$ cat src/hdl/sorted_set_insert_remove_top_macros.svh
// Assertion macros for the sorted set block
`ifndef SORTED_SET_INSERT_REMOVE_TOP_MACROS_SVH
`define SORTED_SET_INSERT_REMOVE_TOP_MACROS_SVH

// Same-cycle implication, disabled during reset
`define SSIR_ASSERT_IMPL(lbl, ante, cons) \
    lbl: assert property (@(posedge i_clk) disable iff (!i_rst_n) (ante) |-> (cons)) \
        else $error("sorted set: assertion failed");

// Next-cycle implication, disabled during reset
`define SSIR_ASSERT_NEXT(lbl, ante, cons) \
    lbl: assert property (@(posedge i_clk) disable iff (!i_rst_n) (ante) |=> (cons)) \
        else $error("sorted set: assertion failed");

`endif

$ cat src/hdl/ssir_pkg.sv
// Shared types and constants for the sorted set block
package ssir_pkg;

    localparam int KEY_W        = 32;
    localparam int KIND_W       = 2;
    localparam int STATUS_W     = 3;
    localparam int COUNT_W      = 6;
    localparam int CAPACITY_DEF = 32;

    localparam logic [KIND_W-1:0] KIND_INSERT = 2'd0;
    localparam logic [KIND_W-1:0] KIND_REMOVE = 2'd1;
    localparam logic [KIND_W-1:0] KIND_CLEAR  = 2'd2;
    localparam logic [KIND_W-1:0] KIND_DUMP   = 2'd3;

    localparam logic [STATUS_W-1:0] ST_OK       = 3'd0;
    localparam logic [STATUS_W-1:0] ST_DUP      = 3'd1;
    localparam logic [STATUS_W-1:0] ST_NOTFOUND = 3'd2;
    localparam logic [STATUS_W-1:0] ST_FULL     = 3'd3;
    localparam logic [STATUS_W-1:0] ST_EMPTY    = 3'd4;

    typedef struct packed {
        logic req_load;
        logic cmp_load;
        logic exec;
        logic dump_step;
    } t_cmd;

    typedef struct packed {
        logic [KIND_W-1:0] kind;
        logic              empty;
        logic              out_free;
        logic              dump_last;
    } t_stat;

endpackage

$ cat src/hdl/ssir_ctrl.sv
// Controller state machine for the sorted set block
module ssir_ctrl
    import ssir_pkg::*;
(
    input  logic  i_clk,
    input  logic  i_rst_n,
    input  logic  i_in_valid,
    output logic  o_in_ready,
    input  t_stat i_stat,
    output t_cmd  o_cmd
);

    localparam logic [1:0] S_IDLE = 2'd0;
    localparam logic [1:0] S_CMP  = 2'd1;
    localparam logic [1:0] S_RES  = 2'd2;
    localparam logic [1:0] S_DUMP = 2'd3;

    logic [1:0] r_state;
    logic [1:0] n_state;

    always_comb begin
        n_state    = r_state;
        o_cmd      = '0;
        o_in_ready = 1'b0;
        unique case (r_state)
            S_IDLE: begin
                o_in_ready = 1'b1;
                if (i_in_valid) begin
                    o_cmd.req_load = 1'b1;
                    n_state        = S_CMP;
                end
            end
            S_CMP: begin
                o_cmd.cmp_load = 1'b1;
                if (i_stat.kind == KIND_DUMP && !i_stat.empty) begin
                    n_state = S_DUMP;
                end else begin
                    n_state = S_RES;
                end
            end
            S_RES: begin
                if (i_stat.out_free) begin
                    o_cmd.exec = 1'b1;
                    o_in_ready = 1'b1;
                    if (i_in_valid) begin
                        o_cmd.req_load = 1'b1;
                        n_state        = S_CMP;
                    end else begin
                        n_state = S_IDLE;
                    end
                end
            end
            S_DUMP: begin
                if (i_stat.out_free) begin
                    o_cmd.dump_step = 1'b1;
                    if (i_stat.dump_last) begin
                        n_state = S_IDLE;
                    end
                end
            end
            default: begin
                n_state = S_IDLE;
            end
        endcase
    end

    always_ff @(posedge i_clk) begin
        if (!i_rst_n) begin
            r_state <= S_IDLE;
        end else begin
            r_state <= n_state;
        end
    end

endmodule

$ cat config.mk
export PLATFORM = sky130hd
export DESIGN_NAME = ssir_ctrl
export DESIGN_NICKNAME = d
export VERILOG_FILES = /design/src/hdl/sorted_set_insert_remove_top_macros.svh /design/src/hdl/ssir_pkg.sv /design/src/hdl/ssir_ctrl.sv
export SDC_FILE = /design/constraint.sdc
export NUM_CORES = 1
export LEC_CHECK = 0
export CAP_MARGIN = 20
export CELL_PAD_IN_SITES_DETAIL_PLACEMENT = 1
export CELL_PAD_IN_SITES_GLOBAL_PLACEMENT = 1
export CORE_AREA = 2 2 39 41
export DETAILED_ROUTE_END_ITERATION = 8
export DIE_AREA = 0 0 41 43
export DONT_BUFFER_PORTS = 1
export HOLD_SLACK_MARGIN = 0.15
export PLACE_DENSITY = 0.37
export SYNTH_ARGS = -nofsm -noshare
export SYNTH_HDL_FRONTEND = slang
export SYNTH_SLANG_ARGS = --single-unit
$ cat constraint.sdc
create_clock -name i_clk -period 2.6 [get_ports i_clk]
set_input_delay 0.26 -clock i_clk [delete_from_list [all_inputs] [get_ports i_clk]]
set_output_delay 0.26 -clock i_clk [all_outputs]
set_load 0.01 [all_outputs]
==> metrics.yaml, run 1 <==
die:
  std_cell_rows: 14
  core_um2: 1384
  dieArea_um2: 1763
  die_y_um: 43
  start_util: 0.1193
  die_w_um: 41
  ios: 13
synth:
  yosysWarningCount: 0
  synthArstFlopShare: 0
  synth.mux.area_fraction: 0
  syn-instance-count: 21
  seq_area_frac_synth: 0.2424
  synthSimpleGateAreaFrac: 0.4167
  synth_enable_flop_cells: 0
  synth_flop_cell: "dfxtp_1"
  synth_xor_area_frac: 0
  synth_fp_nets: 29
  synth_compound_area_frac: 0.2424
  synthesis.area_um2: 165.2
  synthDistinctLibCells: 17
  synthAdderAreaFrac: 0
  synth_top_family_by_area: "simple AND/OR/NAND/NOR gates"
  synth-seq-cells: 2
  syn_area_per_cell_um2: 7.865
detailed_routing:
  drc: 0
  num_vias: 157
  drt_pass1_iterations: 2
  routedWlPerCell_um: 11.32
  viasPerCell: 4.132
  drt_first_iter_violations: 1
  finalWirelength_um: 430
  ant_nets: 0
sta:
  skew_ns: 0.0005928
  rsz0062_at_grt: "no"
  tightest_slew_ns: 0.3689
  fin_crit_ns: 1.394
  final.setup.tns_ns: 0
  period_share: 0.5363
  finalHoldViolCount: 0
  relSlewSlack: 0.7522
  clock.fmax_mhz: 717.2
  hold_ws_ns: 0.1745
  finalSetupViolCount: 0
  maxSlewViolCount: 0
clock_tree:
  cts_buffers: 3
  cts_resized: 0
  clkTransAtPathRegs_ns: 0.03
  clock-sinks: 2
  cts_buffer_depth: 2
  htree_levels: 1
  cts_setup_buffers: 0
  root_buffer: "clkbuf_4"
  cts_hold_buf: 0
  clk-insertion-delay-late_ns: 0.22
  cts_tree: "built"
global_routing:
  grt_util_all_layers: 0.05906
  grt_pass1_vias: 163
  antenna_found_initial: 0
  grt.overflow.total: 0
  grt_pass1_wl_um: 614
  grt_max_degree: 10
setup_path:
  critPathArrivalTime_ns: 1.13
  required_ns: 2.34
  cp-start-kind: "flop"
  critical_path_class: "flop to output pin"
  end_kind: "output pin"
  cp_max_fo: 9
hold_path:
  hp-class: "primary input to flop"
cells_and_area:
  area_growth_pct: 18.18
  final_core_util: 0.1410
  final_cell_area_um2: 195.2
  largest_reg_flops: 2
  largest-register: "r_state"
  final_common_cell: "clkbuf_4"
  final_cell_mix: "clkbuf_4, and2b_2, nand2_1, nor2_1, dfxtp_1"
  n_antenna_cell: 0
  nNetsFinal: 32
  drive_above_1_share: 0.3182
  final_cells: 38
  largest_registers: "r_state (2)"
placed_design:
  placed_area_um2: 172.7
  dp_cells: 35
  dp_hpwl_um: 341.7
  globalplace.congestion: 0.6475
  portBuffers: 0
run_status:
  status: "completed"
power_and_ir_drop:
  power_density_nw_per_um2: 697.4
  p_leak_nw: 0.07404
  ir_worst_vdd_mv: 0.08400
job:
  max-cap-violations: 0
## per-layer routing
metal / routed length (um) / global-route usage
met3: 32 / 0.005236
met4: 0 / 0.1200
met2: 227 / 0.06563
met5: 0 / 0
met1: 170 / 0.06051
## final cells by class
type	count	area [um2]
tap	16	20.02
inverter	1	3.754
fill	169	1189
clock buffer	3	22.52
sequential	2	40.04
multi-input combinational	16	108.9
## where the power goes
group,switching [W],internal (W),total [W]
Combinational,0.0000126,0.0000120,0.0000246
Sequential,0.00000779,0.0000349,0.0000426
Clock,0.0000179,0.0000510,0.0000689
Total,0.0000383,0.0000978,0.000136
## path summary, 6_finish.rpt
kind	slack [ns]	from	cells past startpoint	endpoint
setup / recovery	1.21	r_state[1]	2	o_cmd[3]
hold / removal	0.17	i_rst_n	1	r_state[1]
setup reg to reg	1.61	r_state[1]	3	r_state[0]
hold reg to reg	0.63	r_state[0]	2	r_state[1]
## cell families after synthesis
family | Yosys count
flip-flops | 2
buffers and inverters | 3
AO/OA/AOI/OAI | 5
AND/OR/NAND/NOR | 11
## cells in the mapped netlist, types with 2 or more instances
| library cell | instances | area [um2] |
|---|---|---|
| and2b_2 | 2 | 17.52 |
| dfxtp_1 | 2 | 40.04 |
| nand2_1 | 2 | 7.510 |
| nor2_1 | 2 | 7.510 |
## through the flow
stage	power, W	worst slack [ns]
after global routing	0.0001451	1.137
after detailed placement	0.00006853	1.425
after floorplan	0.00006783	1.529
after CTS	0.0001424	1.179
after global placement	0.00006826	1.429
final	0.0001361	1.206
## worst max-delay path, cell delays in order (launching register included)
cell     delay, ns
dfxtp_1       0.36
and2b_2       0.24
nor3_1        0.30
No activity file was read; power rests on OpenSTA's default activity.
==> run 2: changes to the inputs <==
==> constraint.sdc (replaced) <==
create_clock -name i_clk -period 1.3 [get_ports i_clk]
set_input_delay 0.13 -clock i_clk [delete_from_list [all_inputs] [get_ports i_clk]]
set_output_delay 0.13 -clock i_clk [all_outputs]
set_load 0.01 [all_outputs]
==> metrics.yaml, run 2 (synthesis gave the netlist of run 1 again) <==
detailed_routing:
  finalWirelength_um: 476  # +11%
  routedWlPerCell_um: 11.90  # +5.2%
  drt_first_iter_violations: 1  # unchanged
  viasPerCell: 4.025  # -2.6%
  drc: 0  # unchanged
  num_vias: 161  # +2.5%
  drt_pass1_iterations: 3  # +1
  ant_nets: 0  # unchanged
die:
  start_util: 0.1193  # unchanged
  std_cell_rows: 14  # unchanged
  core_um2: 1384  # unchanged
  die_y_um: 43  # unchanged
  ios: 13  # unchanged
  die_w_um: 41  # unchanged
  dieArea_um2: 1763  # unchanged
cells_and_area:
  final_cell_area_um2: 220.2  # +13%
  n_antenna_cell: 0  # unchanged
  area_growth_pct: 33.33
  final_common_cell: "clkbuf_4"
  final_core_util: 0.1591  # +0.01808
  fillers: 168  # -0.59%
  drive_above_1_share: 0.3333  # +0.01515
  nNetsFinal: 34  # +6.3%
  largest-register: "r_state"
  largest_registers: "r_state (2)"
  largest_reg_flops: 2  # unchanged
power_and_ir_drop:
  clkPwrFrac: 0.494  # -0.012
  power_switching_w: 0.00008206  # +110%
  pwr-share-comb: 0.199  # +0.018
  ir_worst_vdd_mv: 0.2392  # +180%
  p_seq_frac: 0.307  # -0.006
  swShare: 0.2899  # +0.008600
  power_density_nw_per_um2: 1285  # +84%
  p_int_w: 0.0002010  # +110%
  p_leak_nw: 0.08343  # +13%
clock_tree:
  cts_buffer_depth: 2  # unchanged
  root_buffer: "clkbuf_4"
  cts_tree: "built"
  cts_setup_buffers: 0  # unchanged
  clk-insertion-delay-late_ns: 0.22  # about the same
  clock-sinks: 2  # unchanged
  cts_buffers: 3  # unchanged
  clkTransAtPathRegs_ns: 0.03  # about the same
  htree_levels: 1  # unchanged
global_routing:
  grt_max_degree: 10  # unchanged
  grt_util_all_layers: 0.07315  # +0.01409
  antenna_found_initial: 0  # unchanged
  grt.overflow.total: 0  # unchanged
  grt_pass1_vias: 172  # +5.5%
  grt_pass1_wl_um: 752  # +22%
sta:
  finalHoldViolCount: 0  # unchanged
  fin_crit_ns: 1.167
  maxSlewViolCount: 0  # unchanged
  final.setup.tns_ns: 0  # unchanged
  relSlewSlack: 0.7943  # +0.04211
  period_share: 0.8975
  tightest_slew_ns: 0.3081  # -0.06075 ns
  hold_ws_ns: 0.1975  # +0.02301 ns
  rsz0062_at_grt: "no"
  finalSetupViolCount: 0  # unchanged
  clock.fmax_mhz: 857.1
  skew_ns: 0.0004785  # -0.0001143 ns
setup_path:
  r2r_cells: 3  # unchanged
  end_kind: "output pin"
  critPathArrivalTime_ns: 1.04  # -0.09 ns
  critical_path_class: "flop to output pin"
  cp_max_fo: 9  # unchanged
  cp-start-kind: "flop"
  required_ns: 1.17  # -1.17 ns
placed_design:
  globalplace.congestion: 0.6836  # +5.6%
  placed_area_um2: 172.7  # unchanged
  dp_hpwl_um: 342.7  # +0.29%
  portBuffers: 0  # unchanged
run_status:
  status: "completed"
hold_path:
  hp-class: "primary input to flop"
  whs_path_depth: 2  # +1
job:
  max-cap-violations: 0  # unchanged
-- run 2: changes by cell type in the layout (fill, tap and decap cells not counted), sizes merged --
cell	change
dlygate4sd3	+2
-- run 2: final timing paths --
path	slack, ns	endpoint	from
min reg2reg	0.63	r_state[1]	r_state[1]
max	0.13	o_cmd[3]	r_state[1]
max reg2reg	0.29	r_state[0]	r_state[1]
min	0.20	r_state[0]	i_stat[1]
-- run 2: cell type report --
type / count / area [um2] / share of cell area
repair buffers: 2 / 20.02 / 0.09091
clock buffers: 3 / 22.52 / 0.1023
well taps: 16 / 20.02 / 0.09091
multi-input cells: 16 / 113.9 / 0.5170
flip-flops and latches: 2 / 40.04 / 0.1818
inverters: 1 / 3.754 / 0.01705
-- run 2: repair_timing --
action | 4_1_cts | 5_1_grt
hold buffers | 2 | 0
endpoints found under the hold margin | 2 | 0
resized for setup | 0 | 1
setup endpoints to repair | 0 | 1
-- run 2: power by group through the flow --
stage                logic, W  clock network [W]  registers, W
floorplan           0.0000605                  0     0.0000752
global placement    0.0000517                  0     0.0000862
detailed placement  0.0000504                  0     0.0000874
CTS                 0.0000559           0.000151     0.0000865
global route        0.0000623           0.000163     0.0000891
finish              0.0000564           0.000140     0.0000868
-- run 2: critical path, stage by stage (launching register included) --
cell and delay (ns):
dfxtp_1 0.36, and2b_2 0.25, nor3_2 0.20
-- run 2: stage by stage --
stage	setup WS, ns	instances	total power [W]
5_1_grt	0.05548	40	0.0003140
2_1_floorplan	0.3588	21	0.0001357
3_5_place_dp	0.2559	35	0.0001379
6_report	0.1333	40	0.0002830
3_3_place_gp	0.2571	35	0.0001379
4_1_cts	0.01019	40	0.0002934
-- run 2: metal layers --
metal  up-vias  wire length [um]  global-route usage
met5         -                 0                   0
met4         0                 0              0.1200
met3         0                36             0.03141
met2         7               233             0.07188
met1        73               206             0.08307
li1         81                 -                   -
