==> config.mk <==
export PLATFORM = sky130hd
export DESIGN_NAME = ssir_dp
export DESIGN_NICKNAME = d
export VERILOG_FILES = /design/src/hdl/sorted_set_insert_remove_top_macros.svh /design/src/hdl/ssir_pkg.sv /design/src/hdl/ssir_dp.sv
export SDC_FILE = /design/constraint.sdc
export NUM_CORES = 2
export LEC_CHECK = 0
export BUFFER_PORTS_ARGS = -buffer_cell sky130_fd_sc_hd__buf_2
export CAP_MARGIN = 5
export CORE_ASPECT_RATIO = 0.6
export CORE_MARGIN = 2
export CORE_UTILIZATION = 51
export CTS_CLUSTER_DIAMETER = 60
export DETAILED_ROUTE_END_ITERATION = 7
export GPL_TIMING_DRIVEN = 0
export PLACE_DENSITY_LB_ADDON = 0.05
export SLEW_MARGIN = 20
export SYNTH_ARGS = -nofsm -noshare
export SYNTH_HDL_FRONTEND = slang
export SYNTH_SLANG_ARGS = --single-unit
==> constraint.sdc <==
create_clock -name i_clk -period 14.5 [get_ports i_clk]
set_input_delay 1.45 -clock i_clk [delete_from_list [all_inputs] [get_ports i_clk]]
set_output_delay 1.45 -clock i_clk [all_outputs]
set_load 0.02 [all_outputs]
==> src/hdl/sorted_set_insert_remove_top_macros.svh <==
// Assertion macros for the sorted set block
`ifndef SORTED_SET_INSERT_REMOVE_TOP_MACROS_SVH
`define SORTED_SET_INSERT_REMOVE_TOP_MACROS_SVH

// Same-cycle implication, disabled during reset
`define SSIR_ASSERT_IMPL(lbl, ante, cons) \
    lbl: assert property (@(posedge i_clk) disable iff (!i_rst_n) (ante) |-> (cons)) \
        else $error("sorted set: assertion failed");

// Next-cycle implication, disabled during reset
`define SSIR_ASSERT_NEXT(lbl, ante, cons) \
    lbl: assert property (@(posedge i_clk) disable iff (!i_rst_n) (ante) |=> (cons)) \
        else $error("sorted set: assertion failed");

`endif

==> src/hdl/ssir_pkg.sv <==
// Shared types and constants for the sorted set block
package ssir_pkg;

    localparam int KEY_W        = 32;
    localparam int KIND_W       = 2;
    localparam int STATUS_W     = 3;
    localparam int COUNT_W      = 6;
    localparam int CAPACITY_DEF = 32;

    localparam logic [KIND_W-1:0] KIND_INSERT = 2'd0;
    localparam logic [KIND_W-1:0] KIND_REMOVE = 2'd1;
    localparam logic [KIND_W-1:0] KIND_CLEAR  = 2'd2;
    localparam logic [KIND_W-1:0] KIND_DUMP   = 2'd3;

    localparam logic [STATUS_W-1:0] ST_OK       = 3'd0;
    localparam logic [STATUS_W-1:0] ST_DUP      = 3'd1;
    localparam logic [STATUS_W-1:0] ST_NOTFOUND = 3'd2;
    localparam logic [STATUS_W-1:0] ST_FULL     = 3'd3;
    localparam logic [STATUS_W-1:0] ST_EMPTY    = 3'd4;

    typedef struct packed {
        logic req_load;
        logic cmp_load;
        logic exec;
        logic dump_step;
    } t_cmd;

    typedef struct packed {
        logic [KIND_W-1:0] kind;
        logic              empty;
        logic              out_free;
        logic              dump_last;
    } t_stat;

endpackage

==> src/hdl/ssir_dp.sv <==
// Datapath for the sorted set block: key cell row, comparators, result register
module ssir_dp
    import ssir_pkg::*;
#(
    parameter int CAPACITY = CAPACITY_DEF
) (
    input  logic                       i_clk,
    input  logic                       i_rst_n,
    input  logic [KIND_W-1:0]          i_kind,
    input  logic signed [KEY_W-1:0]    i_key,
    input  logic                       i_out_ready,
    input  t_cmd                       i_cmd,
    output t_stat                      o_stat,
    output logic                       o_out_valid,
    output logic [STATUS_W-1:0]        o_status,
    output logic signed [KEY_W-1:0]    o_value,
    output logic [COUNT_W-1:0]         o_count,
    output logic                       o_last
);

    localparam int USED_W = $clog2(CAPACITY + 1);

    logic [KIND_W-1:0]        r_kind;
    logic signed [KEY_W-1:0]  r_key;
    logic signed [KEY_W-1:0]  r_cell [CAPACITY];
    logic [USED_W-1:0]        r_used;
    logic [USED_W-1:0]        n_used;
    logic [CAPACITY-1:0]      r_lt;
    logic [CAPACITY-1:0]      r_eq;
    logic [USED_W-1:0]        r_dcnt;
    logic                     r_out_valid;
    logic [STATUS_W-1:0]      r_status;
    logic signed [KEY_W-1:0]  r_value;
    logic [COUNT_W-1:0]       r_count;
    logic                     r_last;

    logic [CAPACITY-1:0]      w_lt;
    logic [CAPACITY-1:0]      w_eq;
    logic [CAPACITY-1:0]      w_top;
    logic signed [KEY_W-1:0]  w_ins  [CAPACITY];
    logic signed [KEY_W-1:0]  w_rem  [CAPACITY];
    logic signed [KEY_W-1:0]  w_rot  [CAPACITY];
    logic signed [KEY_W-1:0]  w_next [CAPACITY];
    logic [STATUS_W-1:0]      n_status;
    logic                     w_found;
    logic                     w_full;
    logic                     w_do_ins;
    logic                     w_do_rem;
    logic                     w_cell_we;
    logic                     w_dump_last;

    assign w_found = |r_eq;
    assign w_full  = (r_used == USED_W'(CAPACITY));

    for (genvar i = 0; i < CAPACITY; i++) begin : g_cell
        logic w_valid;
        assign w_valid  = (USED_W'(i) < r_used);
        assign w_lt[i]  = w_valid && (r_cell[i] < r_key);
        assign w_eq[i]  = w_valid && (r_cell[i] == r_key);
        assign w_top[i] = (USED_W'(i + 1) == r_used);

        if (i == 0) begin : g_first
            assign w_ins[i] = r_lt[i] ? r_cell[i] : r_key;
        end else begin : g_rest
            assign w_ins[i] = r_lt[i] ? r_cell[i] : (r_lt[i-1] ? r_key : r_cell[i-1]);
        end

        if (i == CAPACITY - 1) begin : g_last
            assign w_rem[i] = r_cell[i];
            assign w_rot[i] = w_top[i] ? r_cell[0] : r_cell[i];
        end else begin : g_mid
            assign w_rem[i] = r_lt[i] ? r_cell[i] : r_cell[i+1];
            assign w_rot[i] = w_top[i] ? r_cell[0] : r_cell[i+1];
        end

        assign w_next[i] = w_do_ins ? w_ins[i] : (w_do_rem ? w_rem[i] : w_rot[i]);
    end

    always_comb begin
        n_used   = r_used;
        n_status = ST_OK;
        w_do_ins = 1'b0;
        w_do_rem = 1'b0;
        case (r_kind)
            KIND_INSERT: begin
                if (w_found) begin
                    n_status = ST_DUP;
                end else if (w_full) begin
                    n_status = ST_FULL;
                end else begin
                    w_do_ins = i_cmd.exec;
                    n_used   = r_used + 1'b1;
                end
            end
            KIND_REMOVE: begin
                if (w_found) begin
                    w_do_rem = i_cmd.exec;
                    n_used   = r_used - 1'b1;
                end else begin
                    n_status = ST_NOTFOUND;
                end
            end
            KIND_CLEAR: begin
                n_used = '0;
            end
            default: begin
                n_status = ST_EMPTY;
            end
        endcase
    end

    assign w_cell_we   = w_do_ins || w_do_rem || i_cmd.dump_step;
    assign w_dump_last = (USED_W'(r_dcnt + 1'b1) == r_used);

    always_ff @(posedge i_clk) begin
        if (i_cmd.req_load) begin
            r_kind <= i_kind;
            r_key  <= i_key;
        end
        if (i_cmd.cmp_load) begin
            r_lt <= w_lt;
            r_eq <= w_eq;
        end
        if (w_cell_we) begin
            for (int j = 0; j < CAPACITY; j++) begin
                r_cell[j] <= w_next[j];
            end
        end
        if (i_cmd.exec) begin
            r_status <= n_status;
            r_value  <= '0;
            r_count  <= COUNT_W'(n_used);
            r_last   <= 1'b1;
        end else if (i_cmd.dump_step) begin
            r_status <= ST_OK;
            r_value  <= r_cell[0];
            r_count  <= COUNT_W'(r_used);
            r_last   <= w_dump_last;
        end
    end

    always_ff @(posedge i_clk) begin
        if (!i_rst_n) begin
            r_used      <= '0;
            r_dcnt      <= '0;
            r_out_valid <= 1'b0;
        end else begin
            if (i_cmd.exec) begin
                r_used <= n_used;
            end
            if (i_cmd.cmp_load) begin
                r_dcnt <= '0;
            end else if (i_cmd.dump_step) begin
                r_dcnt <= r_dcnt + 1'b1;
            end
            if (i_cmd.exec || i_cmd.dump_step) begin
                r_out_valid <= 1'b1;
            end else if (i_out_ready) begin
                r_out_valid <= 1'b0;
            end
        end
    end

    assign o_stat.kind      = r_kind;
    assign o_stat.empty     = (r_used == '0);
    assign o_stat.out_free  = !r_out_valid || i_out_ready;
    assign o_stat.dump_last = w_dump_last;

    assign o_out_valid = r_out_valid;
    assign o_status    = r_status;
    assign o_value     = r_value;
    assign o_count     = r_count;
    assign o_last      = r_last;

endmodule

==> flow_summary.toml <==
[status]
outcome = "complete, but fails checks"
violations = "DRC"

[floorplan]
core.rowCount = 117
core_um2 = 169100
dieArea_um2 = 173100
die_y_um = 323.0
die_x_um = 535.7
initial_utilization_pct = 51.17
pin_count = 89

[worst_setup_path]
critPathRequiredTime_ns = 15.02
reg2reg_depth = 13
worst_setup_path_start_kind = "flop"
crit_chain = "clkbuf_1, inv_1, ha_1, nor3b_1, a21o_1, or4_1, buf_2, buf_6, nand2_1, nor2_1, clkbuf_2, a21oi_4, buf_16"
crit_type = "reg -> reg"
rrSetupSlack_ns = 7.64
path_max_fanout = 18
critical-path-top-delay-family = "buffers and inverters"
cp-endpoint = "r_cell[0][170]"
crit_arrival_ns = 7.38
endpoint_kind = "flop"
cp-startpoint = "r_used[1]"
worst-path-stages = 13
cpMaxStageDelayCell = "a21oi_4"
reg2reg_to = "r_cell[0][170]"
reg2reg_from = "r_used[1]"
cp_num_buf_inv = 6
cpPeakStageDelay_ns = 0.88

[sta]
clock_skew_ns = 0.04348
finalCriticalPeriod_ns = 6.859
fin_crit_sh_pct = 47.31
slew_violations = 0
finalSetupTns_ns = 0
worst_pin_slew_ns = 1.428
setup_violations = 0
hold_viol_final = 0
fin_ws_ns = 7.641
whs_ns = 0.4950
max_freq_mhz = 145.8
relSlewSlack_pct = 4.786
rsz0062_at_grt = "false"

[synth]
yosysWarnings = 0
async_reset_ff_share_pct = 0
synth_enable_flop_cells = 1131
syn-num-nets = 9086
ys_types = 72
syn_avg_cell_area_um2 = 10.79
postSynthCellCount = 8015
synth.yosys.seq_area_share_pct = 40.32
ys.flop_type = "edfxtp_1"
synth_area_um2 = 86510
ys_ff_latch = 1177

[power]
irDropWorstVdd_mv = 0.08830
power.total_mw = 11.09
power_density_nw_per_um2 = 115.3
p_leak_nw = 38.55

[cts]
cts_tree = "yes"
cts_buffer_depth = 4
clock-root-buffer = "clkbuf_16"
ctsHtreeMaxLevel = 4
post_cts_buffers = 0
cts_hold_buf = 0
cts_buffers = 143
clk-insertion-delay-late_ns = 0.83
path_clk_slew_ns = 0.06
ctsResizeCount = 0
numClockSinks = 1177

[finish]
drive_gt1_share_pct = 9.940
multiInputGateArea_um2 = 48390
fill_cells = 14570
final_area_um2 = 96180
final_cells = 10700
fin_util_pct = 56.89
syn_to_final_growth_pct = 11.18
seqCellArea_um2 = 34880
nets = 9379

[routing]
wl_um = 425300
first_pass_iters = 8
viasPerCell = 7.761
ant_nets = 0
vias = 83030
first_iter_violations = 16480
post_drt_wl_per_cell_um = 39.75
drc_errors = 227

[place]
hpwl_um = 333300
dp.cells = 10420
io_buffer_count = 87
postPlaceCellArea_um2 = 91700
dp_slack_ns = 8.222
place.gp.congestion = 1.079

[min_path]
hp-class = "reg -> reg"

[global_routing]
grt_max_degree = 48
antenna_found_initial = 31
grt_pass1_vias = 74580
grt_pass1_wl_um = 581000
track_usage_pct = 47.49
overflow = 0

[job]
max_cap_violations = 0
==> metal layers <==
layer | up-vias | GRT usage [%] | routed length [um]
met5 | - | 6.332 | 2047
met4 | 65 | 13.82 | 14190
met3 | 1052 | 33.86 | 92540
met2 | 7807 | 53.03 | 140100
met1 | 40810 | 67.95 | 176400
li1 | 33300 | - | -
==> tightest hold or removal path: stages (launching register included) <==
cell and delay, ns:
dfxtp_1 0.32, mux2i_1 0.07, nor2_1 0.07
==> synth_stat cells (20+ instances only) <==
master | n | area [um^2]
a21o_1 | 95 | 713.2
a21oi_1 | 420 | 2102
a221o_1 | 25 | 250.2
a221oi_1 | 53 | 464.2
and4_1 | 70 | 613.1
buf_1 | 38 | 142.6
buf_2 | 273 | 1366
clkbuf_1 | 426 | 1599
dfxtp_1 | 46 | 920.9
edfxtp_1 | 1131 | 33960
ha_1 | 1030 | 12890
inv_1 | 97 | 364.1
mux2i_1 | 1000 | 10010
nand2_1 | 370 | 1389
nand2b_1 | 21 | 131.4
nand3_1 | 1051 | 5260
nand4_1 | 152 | 950.9
nor2_1 | 144 | 540.5
nor2b_1 | 39 | 244.0
nor3_1 | 59 | 295.3
nor4_1 | 26 | 162.7
o211ai_1 | 40 | 300.3
o21a_1 | 23 | 172.7
o21ai_0 | 152 | 760.7
o21ai_1 | 34 | 170.2
o221a_2 | 31 | 349.1
o221ai_1 | 891 | 7804
o221ai_2 | 40 | 600.6
or3_1 | 20 | 125.1
==> layout by cell type, fill, tap and decap left out, drive strengths merged, types with 8 or more instances in the layout <==
cell type	synthesis	final
nor2b	39	39
clkbuf	426	610
nand2b	21	21
o21a	23	23
clkinv	0	38
xor2	8	8
nand2	370	370
a31oi	14	14
a21boi	12	12
a221oi	53	53
buf	334	481
dfxtp	46	46
ha	1030	1030
nor4	34	34
nor3	59	59
or3	20	20
and4	70	70
a21oi	420	420
o31ai	8	8
inv	97	101
and2	17	17
o21ai	186	186
nand4	154	154
o211ai	40	40
bufinv	0	8
diode	0	38
mux2	10	10
o31a	13	13
nor2	144	144
a21o	95	95
nor3b	15	15
or4	15	15
mux2i	1000	1000
o221a	32	32
and3	8	8
a221o	25	25
o221ai	931	931
nand3	1051	1051
edfxtp	1131	1131
==> worst min-delay path by stage <==
stage          slack [ns]   startpoint           to  cells past startpoint
2_1_floorplan        0.50    r_dcnt[5]    r_dcnt[5]                      2
3_3_place_gp         0.47  o_value[12]  o_value[12]                      2
3_5_place_dp         0.48       o_last       o_last                      2
4_1_cts              0.50       o_last       o_last                      2
5_1_grt              0.53  o_value[18]  o_value[18]                      2
6_report             0.50  o_value[13]  o_value[13]                      2
==> registers in the layout, summed over array words and instances (netlist names) <==
| name | flops |
|---|---|
| o_count | 6 |
| o_last | 1 |
| o_out_valid | 1 |
| o_status | 3 |
| o_value | 32 |
| r_cell | 1024 |
| r_dcnt | 6 |
| r_eq | 32 |
| r_key | 32 |
| r_kind | 2 |
| r_lt | 32 |
| r_used | 6 |
==> final cells by class <==
| class | count | share of cell area (%) |
|---|---|---|
| clock buffer | 183 | 4.008 |
| clock inverter | 54 | 0.4891 |
| inverter | 97 | 0.4488 |
| tap | 2261 | 2.941 |
| sequential | 1177 | 36.27 |
| antenna | 38 | 0.09887 |
| buffer | 760 | 3.494 |
| multi-input combinational | 5981 | 50.31 |
| timing repair buffer | 148 | 1.945 |
==> cells by family after synthesis <==
kind of cell / count (synthesis) / synth area share (%)
and+or+nand+nor: 2031 / 11.99
AOI/OAI and AO/OA: 1895 / 16.68
DFF: 1177 / 40.32
adders and majority gates: 1030 / 14.90
muxes: 1010 / 11.70
buffers and inverters: 857 / 4.261
xor gates and xnor gates: 15 / 0.1519
==> where the power goes <==
group | internal (mW) | leakage (nW) | switching [mW]
combinational | 0.966 | 24.9 | 1.88
clock | 2.01 | 2.11 | 1.62
sequential | 4.15 | 11.5 | 0.464
(Power assumes the default switching activity.)
